--- config.mk ---
export PLATFORM = sky130hd
export DESIGN_NAME = multi_policy_task_scheduler
export DESIGN_NICKNAME = d
export VERILOG_FILES = /design/src/hw/rtl/mpts_pkg.sv /design/src/hw/rtl/mpts_ram.sv /design/src/hw/rtl/mpts_ctrl.sv /design/src/hw/rtl/mpts_datapath.sv /design/src/hw/rtl/multi_policy_task_scheduler.sv
export VERILOG_INCLUDE_DIRS = /design/src /design/src/hw/rtl
export SDC_FILE = /design/constraint.sdc
export NUM_CORES = 2
export LEC_CHECK = 0
export BUFFER_PORTS_ARGS = -buffer_cell sky130_fd_sc_hd__buf_2
export CORE_MARGIN = 3
export CORE_UTILIZATION = 40
export CTS_BUF_LIST = sky130_fd_sc_hd__clkbuf_16
export CTS_CLUSTER_SIZE = 40
export DETAILED_ROUTE_END_ITERATION = 12
export PLACE_DENSITY = 0.52
export SLEW_MARGIN = 20
export SYNTH_ARGS = -nofsm -noshare
export SYNTH_HDL_FRONTEND = slang
export SYNTH_HIERARCHICAL = 1
export SYNTH_SLANG_ARGS = --single-unit
--- constraint.sdc ---
create_clock -name i_clk -period 7.3 [get_ports i_clk]
set_input_delay 0.73 -clock i_clk [delete_from_list [all_inputs] [get_ports i_clk]]
set_output_delay 0.73 -clock i_clk [all_outputs]
set_load 0.01 [all_outputs]
--- src/hw/rtl/multi_policy_task_scheduler_macros.svh ---
// Assertion helpers used by the scheduler datapath.
`ifndef MULTI_POLICY_TASK_SCHEDULER_MACROS_SVH
`define MULTI_POLICY_TASK_SCHEDULER_MACROS_SVH

// Condition must hold at every clock edge out of reset.
`define MPTS_ASSERT_ALWAYS(lbl, cond, msg) \
    lbl: assert property (@(posedge i_clk) disable iff (!i_rst_n) (cond)) else $error(msg);

// Antecedent implies consequent in the same cycle.
`define MPTS_ASSERT_IMPL(lbl, ante, cons, msg) \
    lbl: assert property (@(posedge i_clk) disable iff (!i_rst_n) (ante) |-> (cons)) \
        else $error(msg);

`endif

--- src/hw/rtl/mpts_pkg.sv ---
package mpts_pkg;

    localparam int MAX_TASKS = 16;
    localparam int IDX_W     = $clog2(MAX_TASKS);
    localparam int CNT_W     = $clog2(MAX_TASKS + 2);
    localparam int TIME_W    = 24;
    localparam int QUANT_W   = 16;
    localparam int POL_W     = 2;
    localparam int CFG_IDX_W = 2;
    localparam int CFG_DAT_W = 16;

    localparam logic [QUANT_W-1:0] QUANTUM_RESET = 16'd500;

    localparam logic KIND_LOAD = 1'b0;
    localparam logic KIND_TICK = 1'b1;

    localparam logic [CFG_IDX_W-1:0] CFG_POLICY     = 2'd0;
    localparam logic [CFG_IDX_W-1:0] CFG_TASK_COUNT = 2'd1;
    localparam logic [CFG_IDX_W-1:0] CFG_QUANTUM    = 2'd2;

    typedef enum logic [POL_W-1:0] {
        POL_FIFO = 2'd0,
        POL_RR   = 2'd1,
        POL_SJF  = 2'd2,
        POL_PSRT = 2'd3
    } t_policy;

    typedef enum logic [3:0] {
        S_IDLE,
        S_CUR_RD,
        S_CUR_CHK,
        S_MOD,
        S_SCAN,
        S_PICK,
        S_CHG_RD,
        S_CHG_WR,
        S_OUT
    } t_state;

    typedef struct packed {
        logic load_wr;
        logic tick_start;
        logic cur_rd;
        logic cur_chk;
        logic mod_step;
        logic scan_step;
        logic pick;
        logic chg_rd;
        logic chg_wr;
        logic out_push;
    } t_cmd;

    typedef struct packed {
        logic done;
        logic done_now;
        logic mod_done;
        logic scan_done;
        logic out_free;
    } t_sts;

endpackage

--- src/hw/rtl/mpts_ram.sv ---
module mpts_ram #(
    parameter int WIDTH = 24,
    parameter int DEPTH = 16
) (
    input  logic                     i_clk,
    input  logic                     i_we,
    input  logic [$clog2(DEPTH)-1:0] i_waddr,
    input  logic [WIDTH-1:0]         i_wdata,
    input  logic [$clog2(DEPTH)-1:0] i_raddr,
    output logic [WIDTH-1:0]         o_rdata
);

    logic [WIDTH-1:0] r_mem [DEPTH];
    logic [WIDTH-1:0] r_rdata;

    always_ff @(posedge i_clk) begin
        if (i_we) begin
            r_mem[i_waddr] <= i_wdata;
        end
        r_rdata <= r_mem[i_raddr];
    end

    assign o_rdata = r_rdata;

endmodule

--- src/hw/rtl/mpts_ctrl.sv ---
module mpts_ctrl
    import mpts_pkg::*;
(
    input  logic i_clk,
    input  logic i_rst_n,
    input  logic i_in_valid,
    input  logic i_in_kind,
    output logic o_in_ready,
    input  t_sts i_sts,
    output t_cmd o_cmd
);

    t_state r_state;
    t_state n_state;

    always_ff @(posedge i_clk) begin
        if (!i_rst_n) begin
            r_state <= S_IDLE;
        end else begin
            r_state <= n_state;
        end
    end

    always_comb begin
        n_state = r_state;
        case (r_state)
            S_IDLE: begin
                if (i_in_valid && i_in_kind == KIND_TICK) begin
                    n_state = i_sts.done ? S_OUT : S_CUR_RD;
                end
            end
            S_CUR_RD:  n_state = S_CUR_CHK;
            S_CUR_CHK: n_state = i_sts.done_now ? S_OUT : S_MOD;
            S_MOD: begin
                if (i_sts.mod_done) n_state = S_SCAN;
            end
            S_SCAN: begin
                if (i_sts.scan_done) n_state = S_PICK;
            end
            S_PICK:   n_state = S_CHG_RD;
            S_CHG_RD: n_state = S_CHG_WR;
            S_CHG_WR: n_state = S_OUT;
            S_OUT: begin
                if (i_sts.out_free) n_state = S_IDLE;
            end
            default: n_state = S_IDLE;
        endcase
    end

    always_comb begin
        o_cmd      = '0;
        o_in_ready = 1'b0;
        case (r_state)
            S_IDLE: begin
                o_in_ready         = 1'b1;
                o_cmd.load_wr      = i_in_valid && i_in_kind == KIND_LOAD;
                o_cmd.tick_start   = i_in_valid && i_in_kind == KIND_TICK;
            end
            S_CUR_RD:  o_cmd.cur_rd    = 1'b1;
            S_CUR_CHK: o_cmd.cur_chk   = 1'b1;
            S_MOD:     o_cmd.mod_step  = !i_sts.mod_done;
            S_SCAN:    o_cmd.scan_step = 1'b1;
            S_PICK:    o_cmd.pick      = 1'b1;
            S_CHG_RD:  o_cmd.chg_rd    = 1'b1;
            S_CHG_WR:  o_cmd.chg_wr    = 1'b1;
            S_OUT:     o_cmd.out_push  = i_sts.out_free;
            default:   o_cmd           = '0;
        endcase
    end

endmodule

--- src/hw/rtl/mpts_datapath.sv ---
`include "multi_policy_task_scheduler_macros.svh"

module mpts_datapath
    import mpts_pkg::*;
(
    input  logic                 i_clk,
    input  logic                 i_rst_n,
    input  logic                 i_cfg_wr_en,
    input  logic [CFG_IDX_W-1:0] i_cfg_idx,
    input  logic [CFG_DAT_W-1:0] i_cfg_data,
    input  logic [IDX_W-1:0]     i_load_idx,
    input  logic [TIME_W-1:0]    i_load_ready,
    input  logic [TIME_W-1:0]    i_load_exec,
    input  t_cmd                 i_cmd,
    output t_sts                 o_sts,
    input  logic                 i_m_tready,
    output logic                 o_m_tvalid,
    output logic [15:0]          o_m_tdata
);

    t_policy              r_policy;
    logic [4:0]           r_task_count;
    logic [QUANT_W-1:0]   r_quantum;

    logic [MAX_TASKS-1:0] r_started;
    logic                 r_cur_valid;
    logic [IDX_W-1:0]     r_cur_slot;
    logic                 r_prev_valid;
    logic [IDX_W-1:0]     r_prev_slot;
    logic [TIME_W-1:0]    r_time;
    logic [QUANT_W-1:0]   r_slice;
    logic [CNT_W-1:0]     r_fin_cnt;
    logic                 r_done;
    logic                 r_fin_valid;
    logic [IDX_W-1:0]     r_fin_idx;

    logic [CNT_W-1:0]     r_mod;
    logic [CNT_W-1:0]     r_scan_cnt;
    logic                 r_has_rem;
    logic [IDX_W-1:0]     r_best_rem_idx;
    logic [TIME_W-1:0]    r_best_rem;
    logic                 r_has_rdy;
    logic [IDX_W-1:0]     r_best_rdy_idx;
    logic [TIME_W-1:0]    r_best_rdy;
    logic                 r_has_first;
    logic [IDX_W-1:0]     r_first_idx;
    logic                 r_has_hi;
    logic [IDX_W-1:0]     r_hi_idx;

    logic                 r_out_valid;
    logic [15:0]          r_out_data;

    logic [CNT_W-1:0]     w_n;
    logic [QUANT_W-1:0]   w_q;
    logic [IDX_W-1:0]     w_raddr;
    logic [TIME_W-1:0]    w_rd_ready;
    logic [TIME_W-1:0]    w_rd_rem;
    logic                 w_rem_we;
    logic [IDX_W-1:0]     w_rem_waddr;
    logic [TIME_W-1:0]    w_rem_wdata;
    logic [TIME_W-1:0]    w_exec_fix;
    logic                 w_retire;
    logic [CNT_W-1:0]     w_fin_cnt_nx;
    logic [IDX_W-1:0]     w_eval_idx;
    logic                 w_eval;
    logic                 w_started_nx;
    logic                 w_elig;
    logic                 w_found;
    logic [IDX_W-1:0]     w_pick_idx;
    logic                 w_switch;
    logic [QUANT_W:0]     w_slice_inc;

    assign w_n = (r_task_count > CNT_W'(MAX_TASKS)) ? CNT_W'(MAX_TASKS) : r_task_count;
    assign w_q = (r_quantum == '0) ? QUANT_W'(1) : r_quantum;
    assign w_exec_fix = (i_load_exec == '0) ? TIME_W'(1) : i_load_exec;

    assign w_raddr = (i_cmd.cur_rd || i_cmd.chg_rd) ? r_cur_slot : r_scan_cnt[IDX_W-1:0];

    assign w_rem_we    = i_cmd.load_wr ||
                         (i_cmd.chg_wr && r_cur_valid && w_rd_rem != '0);
    assign w_rem_waddr = i_cmd.load_wr ? i_load_idx : r_cur_slot;
    assign w_rem_wdata = i_cmd.load_wr ? w_exec_fix : w_rd_rem - TIME_W'(1);

    mpts_ram #(.WIDTH(TIME_W), .DEPTH(MAX_TASKS)) u_ready_ram (
        .i_clk   (i_clk),
        .i_we    (i_cmd.load_wr),
        .i_waddr (i_load_idx),
        .i_wdata (i_load_ready),
        .i_raddr (w_raddr),
        .o_rdata (w_rd_ready)
    );

    mpts_ram #(.WIDTH(TIME_W), .DEPTH(MAX_TASKS)) u_rem_ram (
        .i_clk   (i_clk),
        .i_we    (w_rem_we),
        .i_waddr (w_rem_waddr),
        .i_wdata (w_rem_wdata),
        .i_raddr (w_raddr),
        .o_rdata (w_rd_rem)
    );

    assign w_retire     = r_cur_valid && w_rd_rem == '0;
    assign w_fin_cnt_nx = r_fin_cnt + CNT_W'(w_retire);

    // scan data lags the address: the RAM read is registered
    assign w_eval       = i_cmd.scan_step && r_scan_cnt != '0;
    assign w_eval_idx   = IDX_W'(r_scan_cnt - CNT_W'(1));
    assign w_started_nx = r_started[w_eval_idx] || w_rd_ready == r_time;
    assign w_elig       = w_started_nx && w_rd_rem != '0;

    always_comb begin
        w_found    = 1'b0;
        w_pick_idx = r_cur_slot;
        if (r_cur_valid && (r_policy == POL_FIFO || r_policy == POL_SJF)) begin
            w_found = 1'b1;
        end else begin
            case (r_policy)
                POL_SJF, POL_PSRT: begin
                    w_found    = r_has_rem;
                    w_pick_idx = r_best_rem_idx;
                end
                POL_FIFO: begin
                    w_found    = r_has_rdy;
                    w_pick_idx = r_best_rdy_idx;
                end
                default: begin
                    if (!r_cur_valid && !r_prev_valid) begin
                        w_found    = r_has_first;
                        w_pick_idx = r_first_idx;
                    end else if (r_slice == '0 || !r_cur_valid) begin
                        // round robin continues after the previous slot, wrapping
                        w_found    = r_has_first;
                        w_pick_idx = r_has_hi ? r_hi_idx : r_first_idx;
                    end else begin
                        w_found = 1'b1;
                    end
                end
            endcase
        end
    end

    assign w_switch    = w_found && (!r_cur_valid || r_cur_slot != w_pick_idx);
    assign w_slice_inc = {1'b0, (w_switch ? QUANT_W'(0) : r_slice)} + (QUANT_W+1)'(1);

    always_ff @(posedge i_clk) begin
        if (!i_rst_n) begin
            r_policy     <= POL_FIFO;
            r_task_count <= 5'd1;
            r_quantum    <= QUANTUM_RESET;
        end else if (i_cfg_wr_en) begin
            case (i_cfg_idx)
                CFG_POLICY:     r_policy     <= t_policy'(i_cfg_data[POL_W-1:0]);
                CFG_TASK_COUNT: r_task_count <= i_cfg_data[4:0];
                CFG_QUANTUM:    r_quantum    <= i_cfg_data;
                default:        r_policy     <= r_policy;
            endcase
        end
    end

    always_ff @(posedge i_clk) begin
        if (!i_rst_n) begin
            r_started    <= '0;
            r_cur_valid  <= 1'b0;
            r_cur_slot   <= '0;
            r_prev_valid <= 1'b0;
            r_prev_slot  <= '0;
            r_time       <= '0;
            r_slice      <= '0;
            r_fin_cnt    <= '0;
            r_done       <= 1'b0;
            r_fin_valid  <= 1'b0;
            r_fin_idx    <= '0;
            r_out_valid  <= 1'b0;
        end else begin
            if (i_cmd.load_wr) begin
                r_started[i_load_idx] <= 1'b0;
            end
            if (i_cmd.tick_start) begin
                r_fin_valid <= 1'b0;
                r_fin_idx   <= '0;
            end
            if (i_cmd.cur_chk) begin
                if (w_retire) begin
                    r_fin_valid  <= 1'b1;
                    r_fin_idx    <= r_cur_slot;
                    r_prev_valid <= 1'b1;
                    r_prev_slot  <= r_cur_slot;
                    r_cur_valid  <= 1'b0;
                    r_fin_cnt    <= w_fin_cnt_nx;
                end
                if (w_fin_cnt_nx >= w_n) begin
                    r_done <= 1'b1;
                end
            end
            if (w_eval) begin
                r_started[w_eval_idx] <= w_started_nx;
            end
            if (i_cmd.pick) begin
                if (w_switch) begin
                    r_cur_valid  <= 1'b1;
                    r_cur_slot   <= w_pick_idx;
                    r_prev_valid <= 1'b1;
                    r_prev_slot  <= w_pick_idx;
                end
                r_slice <= (w_slice_inc >= {1'b0, w_q}) ? '0 : w_slice_inc[QUANT_W-1:0];
                r_time  <= r_time + TIME_W'(1);
            end
            if (i_cmd.out_push) begin
                r_out_valid <= 1'b1;
            end else if (i_m_tready) begin
                r_out_valid <= 1'b0;
            end
        end
    end

    // scan bookkeeping and output payload
    always_ff @(posedge i_clk) begin
        if (i_cmd.cur_chk) begin
            r_mod       <= {1'b0, (w_retire ? r_cur_slot : r_prev_slot)} + CNT_W'(1);
            r_scan_cnt  <= '0;
            r_has_rem   <= 1'b0;
            r_has_rdy   <= 1'b0;
            r_has_first <= 1'b0;
            r_has_hi    <= 1'b0;
        end
        if (i_cmd.mod_step) begin
            r_mod <= r_mod - w_n;
        end
        if (i_cmd.scan_step) begin
            r_scan_cnt <= r_scan_cnt + CNT_W'(1);
        end
        if (w_eval && w_elig) begin
            if (!r_has_rem || w_rd_rem < r_best_rem) begin
                r_has_rem      <= 1'b1;
                r_best_rem     <= w_rd_rem;
                r_best_rem_idx <= w_eval_idx;
            end
            if (!r_has_rdy || w_rd_ready < r_best_rdy) begin
                r_has_rdy      <= 1'b1;
                r_best_rdy     <= w_rd_ready;
                r_best_rdy_idx <= w_eval_idx;
            end
            if (!r_has_first) begin
                r_has_first <= 1'b1;
                r_first_idx <= w_eval_idx;
            end
            if (!r_has_hi && {1'b0, w_eval_idx} >= r_mod) begin
                r_has_hi <= 1'b1;
                r_hi_idx <= w_eval_idx;
            end
        end
        if (i_cmd.out_push) begin
            r_out_data <= {5'd0,
                           r_done,
                           r_fin_idx,
                           r_fin_valid,
                           (!r_done && r_cur_valid) ? r_cur_slot : IDX_W'(0),
                           !r_done && r_cur_valid};
        end
    end

    assign o_sts.done      = r_done;
    assign o_sts.done_now  = w_fin_cnt_nx >= w_n;
    assign o_sts.mod_done  = r_mod < w_n;
    assign o_sts.scan_done = r_scan_cnt == w_n;
    assign o_sts.out_free  = !r_out_valid || i_m_tready;

    assign o_m_tvalid = r_out_valid;
    assign o_m_tdata  = r_out_data;

    `MPTS_ASSERT_ALWAYS(a_fin_cnt_bound, r_fin_cnt <= CNT_W'(MAX_TASKS), "finished count overflow")
    `MPTS_ASSERT_IMPL(a_no_pick_after_done, r_done, !i_cmd.pick, "pick after done")
    `MPTS_ASSERT_IMPL(a_push_when_free, i_cmd.out_push, !r_out_valid || i_m_tready,
        "output overwritten")

endmodule

--- src/hw/rtl/multi_policy_task_scheduler.sv ---
// Load transfer: accepted while idle, no result.
// Tick transfer: current-slot read and check, round-robin start-slot modulo, serial scan of
// the N = tasks-in-use slots over the task RAMs, pick, remaining-time update, then result.
// One item in flight at a time; a tick after all tasks finish goes straight to its result.
// Reset (i_rst_n low, synchronous) clears scheduler state and loads register defaults;
// task tables hold garbage until loaded.
module multi_policy_task_scheduler
    import mpts_pkg::*;
(
    input  logic                 i_clk,
    input  logic                 i_rst_n,
    input  logic                 i_cfg_wr_en,
    input  logic [CFG_IDX_W-1:0] i_cfg_idx,
    input  logic [CFG_DAT_W-1:0] i_cfg_data,
    input  logic                 s_axis_tvalid,
    output logic                 s_axis_tready,
    input  logic [55:0]          s_axis_tdata,  // task_index, ready_time, exec_time
    input  logic                 s_axis_tuser,  // kind
    output logic                 m_axis_tvalid,
    input  logic                 m_axis_tready,
    // run_valid, run_index, finish_valid, finish_index, all_done
    output logic [15:0]          m_axis_tdata
);

    t_cmd w_cmd;
    t_sts w_sts;

    mpts_ctrl u_ctrl (
        .i_clk      (i_clk),
        .i_rst_n    (i_rst_n),
        .i_in_valid (s_axis_tvalid),
        .i_in_kind  (s_axis_tuser),
        .o_in_ready (s_axis_tready),
        .i_sts      (w_sts),
        .o_cmd      (w_cmd)
    );

    mpts_datapath u_dp (
        .i_clk        (i_clk),
        .i_rst_n      (i_rst_n),
        .i_cfg_wr_en  (i_cfg_wr_en),
        .i_cfg_idx    (i_cfg_idx),
        .i_cfg_data   (i_cfg_data),
        .i_load_idx   (s_axis_tdata[IDX_W-1:0]),
        .i_load_ready (s_axis_tdata[IDX_W +: TIME_W]),
        .i_load_exec  (s_axis_tdata[IDX_W+TIME_W +: TIME_W]),
        .i_cmd        (w_cmd),
        .o_sts        (w_sts),
        .i_m_tready   (m_axis_tready),
        .o_m_tvalid   (m_axis_tvalid),
        .o_m_tdata    (m_axis_tdata)
    );

endmodule

Yosys cells after proc, flatten, opt, wreduce, memory -nomap -nowiden --
Memories as Yosys holds them, arrays and structs flattened. A register that Yosys moved wholly into a read port is not among the register bits. Index checks and enable logic that the tools add are counted.
Operators by class: add/sub/neg operators 8, order comparisons 11, equal/unequal tests 19, mux-type cells 84, bitwise gates (word level) 4, reductions and logical operators 56
Operators by type and width (count):
- two-way mux 16 bit | 6
- two-way mux 4 bit | 19
- logical NOT 24 bit | 2
- < comparator 24 bit | 2
- two-way mux 24 bit | 2
- two-way mux 1 bit | 44
- one-hot mux 4 bit (9 select lines) | 1
- logical NOT 16 bit | 2
- two-way mux 5 bit | 5
- adder 24 x 1 -> 24 bit, second input constant | 1
- equality test 24 bit | 1
- nonzero test 24 bit | 1
- subtractor 24 x 1 -> 24 bit, second input constant | 1
- AND reduction 2 bit | 10
- adder 16 x 1 -> 17 bit, second input constant | 1
- >= comparator 17 x 16 -> 1 bit | 1
- AND 16 bit | 1
- bitwise mux 16 bit | 1
- equality test 4 x 3 -> 1 bit, second input constant | 4
- inverter 16 bit | 1
- logical AND 1 bit | 15
- < comparator 4 x 5 -> 1 bit, second input constant | 2
- logical OR 1 bit | 9
- demux 1 bit (select 4 bit) | 2
- other kinds (30) | 48
Storage, ports and cells: register bits 194, bits in writable memories 768, input bits 80, output and inout port bits 18, word-level logic and storage cells 214, memories 2
Memories:
- u_dp.u_ready_ram.r_mem | depth 16, bits a word 24, read ports 1, clocked after Yosys merged registers in 1, write ports 1, RTL line mpts_ram.sv:13 | logic [WIDTH-1:0] r_mem [DEPTH];
- u_dp.u_rem_ram.r_mem | depth 16, bits a word 24, read ports 1, clocked after Yosys merged registers in 1, write ports 1, RTL line mpts_ram.sv:13

Longest topological paths before layout --
word-level depth 13, depth in mapped cells 26, gate-level depth less buffers 23

Modules after synthesis --
Netlist, hierarchy kept.
By module, submodules not included:
- mpts_ram | times used 2, cells each 636, area an instance 14930.6 µm², sequential area each 12011.5 µm²
- mpts_datapath | times used 1, cells each 1209, area an instance 11290.8 µm², sequential area each 4654.5 µm²
- mpts_ctrl | times used 1, cells each 45, area an instance 367.9 µm², sequential area each 80.1 µm²

Worst setup path before layout --
No wires, ideal clock.
path kind register to register, from reg u_dp.r_slice[11], to reg u_dp.r_slice[8], library setup time 0.087 ns, data arrival time 4.996 ns, required time 7.213 ns, slack 2.216 ns, stages on the path, launching flop included 25, path buffers 2, period minus slack after synthesis 5.084 ns, cell sequence dfxtp_1 or4_4 nor4_4 a21oi_2 a2111oi_4 a2111oi_2 a21boi_4 buf_2 nor2_1 ha_1 and3_1 nand3_1 nor2_1 xnor2_1 nor2_1 ha_1 a21o_1 nand2_1 nand2_1 o311a_1 nor3_1 a21o_1 buf_4 nand2_2 o31ai_1
On the way: longest elaborated chain between the ends 13, elaborated cells between the ends (all ways) 17, those cells by class add/sub: 1; order compare: 1; eq/ne: 1; mux: 10; reduce/logical: 4
Ends and longest elaborated chain:
- from (decl) | RTL line mpts_datapath.sv:31 | logic [QUANT_W-1:0] r_slice;
- from (signal assigned) | RTL line mpts_datapath.sv:205 | r_slice <= (w_slice_inc >= {1'b0, w_q}) ? '0 : w_slice_inc[QUANT_W-1:0];
- logical NOT 16 bit | RTL line mpts_datapath.sv:130 | end else if (r_slice == '0 || !r_cur_valid) begin
- logical OR 1 bit | RTL line mpts_datapath.sv:130
- two-way mux 4 bit | RTL line mpts_datapath.sv:130
- two-way mux 4 bit | RTL line mpts_datapath.sv:127 | if (!r_cur_valid && !r_prev_valid) begin
- one-hot mux 4 bit (2 select lines) | RTL line mpts_datapath.sv:117 | case (r_policy)
- two-way mux 4 bit | RTL line mpts_datapath.sv:114 | if (r_cur_valid && (r_policy == POL_FIFO || r_policy == POL_SJF)) begin
- != test 4 bit | RTL line mpts_datapath.sv:142 | assign w_switch = w_found && (!r_cur_valid || r_cur_slot != w_pick_idx);
- logical OR 1 bit | RTL line mpts_datapath.sv:142
- logical AND 1 bit | RTL line mpts_datapath.sv:142
- two-way mux 16 bit * | RTL line mpts_datapath.sv:143 | assign w_slice_inc = {1'b0, (w_switch ? QUANT_W'(0) : r_slice)} + (QUANT_W+1)'(1);
- adder 16 x 1 -> 17 bit * | RTL line mpts_datapath.sv:143
- >= comparator 17 x 16 -> 1 bit | RTL line mpts_datapath.sv:205
- two-way mux 16 bit * | RTL line mpts_datapath.sv:205
Every way passes the cells marked *; elsewhere a longest branch is shown, timed or not. A chain may end at the register's enable or synchronous reset.

Final worst setup path --
from reg u_dp.r_cur_valid, to reg u_dp.r_slice[2]
On the way: longest elaborated chain between the ends 13, elaborated cells between the ends (all ways) 19, those cells by class add/sub: 1; order compare: 1; eq/ne: 1; mux: 10; reduce/logical: 6
Ends and longest elaborated chain:
- from (decl) | RTL line mpts_datapath.sv:26 | logic r_cur_valid;
- from (signal assigned) | RTL line mpts_datapath.sv:163 | r_cur_valid <= 1'b0;
- from (signal assigned) | RTL line mpts_datapath.sv:188 | r_cur_valid <= 1'b0;
- from (signal assigned) | RTL line mpts_datapath.sv:200 | r_cur_valid <= 1'b1;
- logical NOT 1 bit | RTL line mpts_datapath.sv:127, mpts_datapath.sv:130, mpts_datapath.sv:142
- logical OR 1 bit | RTL line mpts_datapath.sv:130
- two-way mux 4 bit | RTL line mpts_datapath.sv:130
- two-way mux 4 bit | RTL line mpts_datapath.sv:127
- one-hot mux 4 bit (2 select lines) | RTL line mpts_datapath.sv:117
- two-way mux 4 bit | RTL line mpts_datapath.sv:114
- != test 4 bit | RTL line mpts_datapath.sv:142
- logical OR 1 bit | RTL line mpts_datapath.sv:142
- logical AND 1 bit * | RTL line mpts_datapath.sv:142
- two-way mux 16 bit * | RTL line mpts_datapath.sv:143
- adder 16 x 1 -> 17 bit * | RTL line mpts_datapath.sv:143
- >= comparator 17 x 16 -> 1 bit | RTL line mpts_datapath.sv:205
- two-way mux 16 bit * | RTL line mpts_datapath.sv:205
Marked as above.

==> metrics.txt <==
worst slew pin tran=1.06 ns; DRC violations left=0; Hold Violations, Final=0; Hold Buf Count CTS=0; clk_lat worst skew=0.70 ns; vias in the first global route=23,800; Yosys reg bits=1,010; Critical R2R Launch=u_dp/r_cur_valid; pin count of the biggest net entering global routing=119; die height=328 µm; Arrival @ worst endpoint=7.07 ns; Reg2Reg Depth=23; GRT Residual Overflow=0; Synth Cell Area=41,500 µm²; Crit path buffers/inverters=0; post-synth top area share=61.7%; number of DRC markers in iteration 0=1,892; Row Count=117; fin crit period=6.51 ns; Pwr per Cell Area=305 nW/µm²; outcome=complete, no violations; Setup violations, final=0; EDFF count, synth=853; average wire per standard cell=24.5 µm; antenna-violating nets left=0; drt total wl=102,000 µm; Unique masters post-synth=78; Max H-tree Level=3; CP Capture Type=register; FMAX=0.154 GHz; postcts setup bufs=0; CP max stage cell=dfxtp_1; Post-Syn Area per Cell=16.4 µm²; hold endpoint=u_dp/r_quantum[5]; I/O pins=98; Reg clk slew, reported paths=0.06 ns; synth top area cells=edfxtp_1 (62%), mux4_2 (11%), dfxtp_1 (7.6%); Hold Crit Class=input pin to register; IO Port Bufs=88; total number of vias=23,000; period utilisation layout=89.1%; Crit Path Category=register to register; DIE AREA=108,000 µm²; filler instances=8,834; TritonCTS Buffers=110; Core ar.=102,000 µm²; Seq/Total Area, Yosys=69.3%; Placer Congestion=0.817; CP Launch Type=register; RSZ-0062 raised after global routing=false; post-synth top area cell=edfxtp_1; most frequent cell after synthesis=edfxtp_1; Slew Limit Fails=0; R2R Path End=u_dp/r_slice[2]; CP max stage delay=0.68 ns; hold_ws=0.277 ns; initial antenna violation count=9; prevailing post-synth register cell=edfxtp_1; Max transition margin=28.5%; top cells by count, synth=edfxtp_1 (853), mux4_2 (197), nand2_1 (176), dfxtp_1 (157), nor2_1 (119); final core utilization=46.6%; Area Overhead vs Synth=14.7%; total global-route track usage=19.1%; highest fanout seen on the critical path=27; HP Start=i_cfg_data[5]; CTS tree=built; leak pwr=16.1 nW; Max Root-Sink Buffers=3; Hold Path Stages=3; CP Cell Sequence=o21ai_0, a211oi_1, or3_1, o31ai_1, a2111oi_2, a21boi_4, nor2_1, ha_1, and3_1, nand3_1, nor2_1, nand3_1, xor2_1, nor2_1, ha_1, nand4_1, nor4_1, nand4_1, nand3_1, nor3_1, a21oi_1, o22ai_1, a32o_1; nets=2,858; post-layout power=14.5 mW; starting density of the core=40.6%; yosys warns=6; Syn Inst Count=2,526; share of post-route cells with drive strength above 1=21.2%; Max Cap Violations=0; via density per instance=5.53; CTS sink count=1,010; flop2flop setup slack=0.79 ns; Top delay family on crit path=compound AO/OA/AOI/OAI gates; Post-CTS Resized=0; Die X=328 µm; clk root buf=clkbuf_16; Worst VDD drop=0.198 mV; dpl hpwl=58,100 µm; worst path required time=7.86 ns; Sum Neg Setup Slack=0 ns; Synth async-reset ratio=0%; worst setup margin=0.795 ns; drt pass-1 iters=5; DP Worst Slack=0.936 ns; skew final=0.0352 ns; first-pass GRT wire length=154,000 µm
## placed cells by master (no fill, tap or decap), drive strengths merged, types with 29 or more instances in the layout
master,n
a21o,29
a21oi,68
a22oi,100
buf,162
clkbuf,111
clkinv,60
dfxtp,157
edfxtp,853
ha,87
inv,120
mux4,197
nand2,177
nand3,36
nor2,119
o21ai,60
xnor2,63
xor2,37
## state kept, by name (all words and copies together), names as in the netlist, 11 cells and up
signal	cells
u_dp/o_m_tdata	11
u_dp/r_started	16
u_dp/u_rem_ram/r_mem	384
u_dp/u_rem_ram/o_rdata	24
u_dp/r_slice	16
u_dp/u_ready_ram/o_rdata	24
u_dp/r_best_rem	24
u_dp/r_quantum	16
u_dp/r_time	24
u_dp/u_ready_ram/r_mem	384
u_dp/r_best_rdy	24
## metal layers
layer | wire [µm] | GRT usage [%] | part of all wire [%] | vias up
met5 | 41 | 0 | 0.040 | -
met4 | 2210 | 5.36 | 2.2 | 6
met1 | 45200 | 26.7 | 44 | 12000
li1 | - | - | - | 10200
met2 | 49700 | 31.3 | 49 | 596
met3 | 4820 | 2.67 | 4.7 | 152
## tightest hold or removal path, delay by kind of cell
| family | cells | cell delay (ns) |
|---|---|---|
| buffers and inverters | 1 | 0.08 |
| AOI/OAI and AO/OA | 1 | 0.07 |
| and+or+nand+nor | 1 | 0.04 |
## report_power, final
group | total [mW] | leakage [nW] | switching [mW] | internal (mW)
logic | 2.12 | 5.26 | 1.26 | 0.863
clock network | 5.40 | 1.84 | 2.29 | 3.11
registers | 7.03 | 8.99 | 0.242 | 6.79
total | 14.5 | 16.1 | 3.79 | 10.8
## per-stage QoR
step,std cells,area (µm²)
after floorplan,2530,41500
after global placement,3941,43900
after detailed placement,3945,44000
after CTS,4153,47600
after global routing,4154,47600
final,4155,47600
## worst max-delay path by stage
| stage | from | to | slack [ns] | cells past startpoint |
|---|---|---|---|---|
| after floorplan | u_dp/r_slice[11] | u_dp/r_slice[8] | 2.22 | 24 |
| after global placement | u_dp/r_cur_valid | u_dp/r_slice[2] | 1.12 | 23 |
| after detailed placement | u_dp/r_cur_valid | u_dp/r_slice[2] | 0.94 | 23 |
| after CTS | u_dp/r_cur_valid | u_dp/r_slice[2] | 0.90 | 23 |
| after global routing | u_dp/r_cur_valid | u_dp/r_slice[2] | 0.18 | 23 |
| final | u_dp/r_cur_valid | u_dp/r_slice[2] | 0.79 | 23 |
## final cells by class
class / instances / area [µm²] / share of cell area [%]
Sequential cell: 1010 / 28800 / 60.4
Multi-Input combinational cell: 1310 / 12100 / 25.5
Clock buffer: 110 / 2750 / 5.78
Tap cell: 1368 / 1710 / 3.59
Timing Repair Buffer: 163 / 1080 / 2.26
Clock inverter: 98 / 836 / 1.75
Inverter: 95 / 357 / 0.749
Antenna cell: 1 / 2.50 / 0.00525
## cell families (layout without fill, tap and decap cells)
group	after synthesis	after routing	share of synthesized area (%)
adders and majority gates	88	88	2.67
and+or+nand+nor	544	544	6.47
other	1	6	0.00903
buffers and inverters	210	466	2.25
muxes	226	226	11.4
xor gates and xnor gates	100	100	2.11
DFF	1010	1010	69.3
AOI/OAI and AO/OA	347	347	5.81
Note: power is estimated with default switching activity, not from simulation.
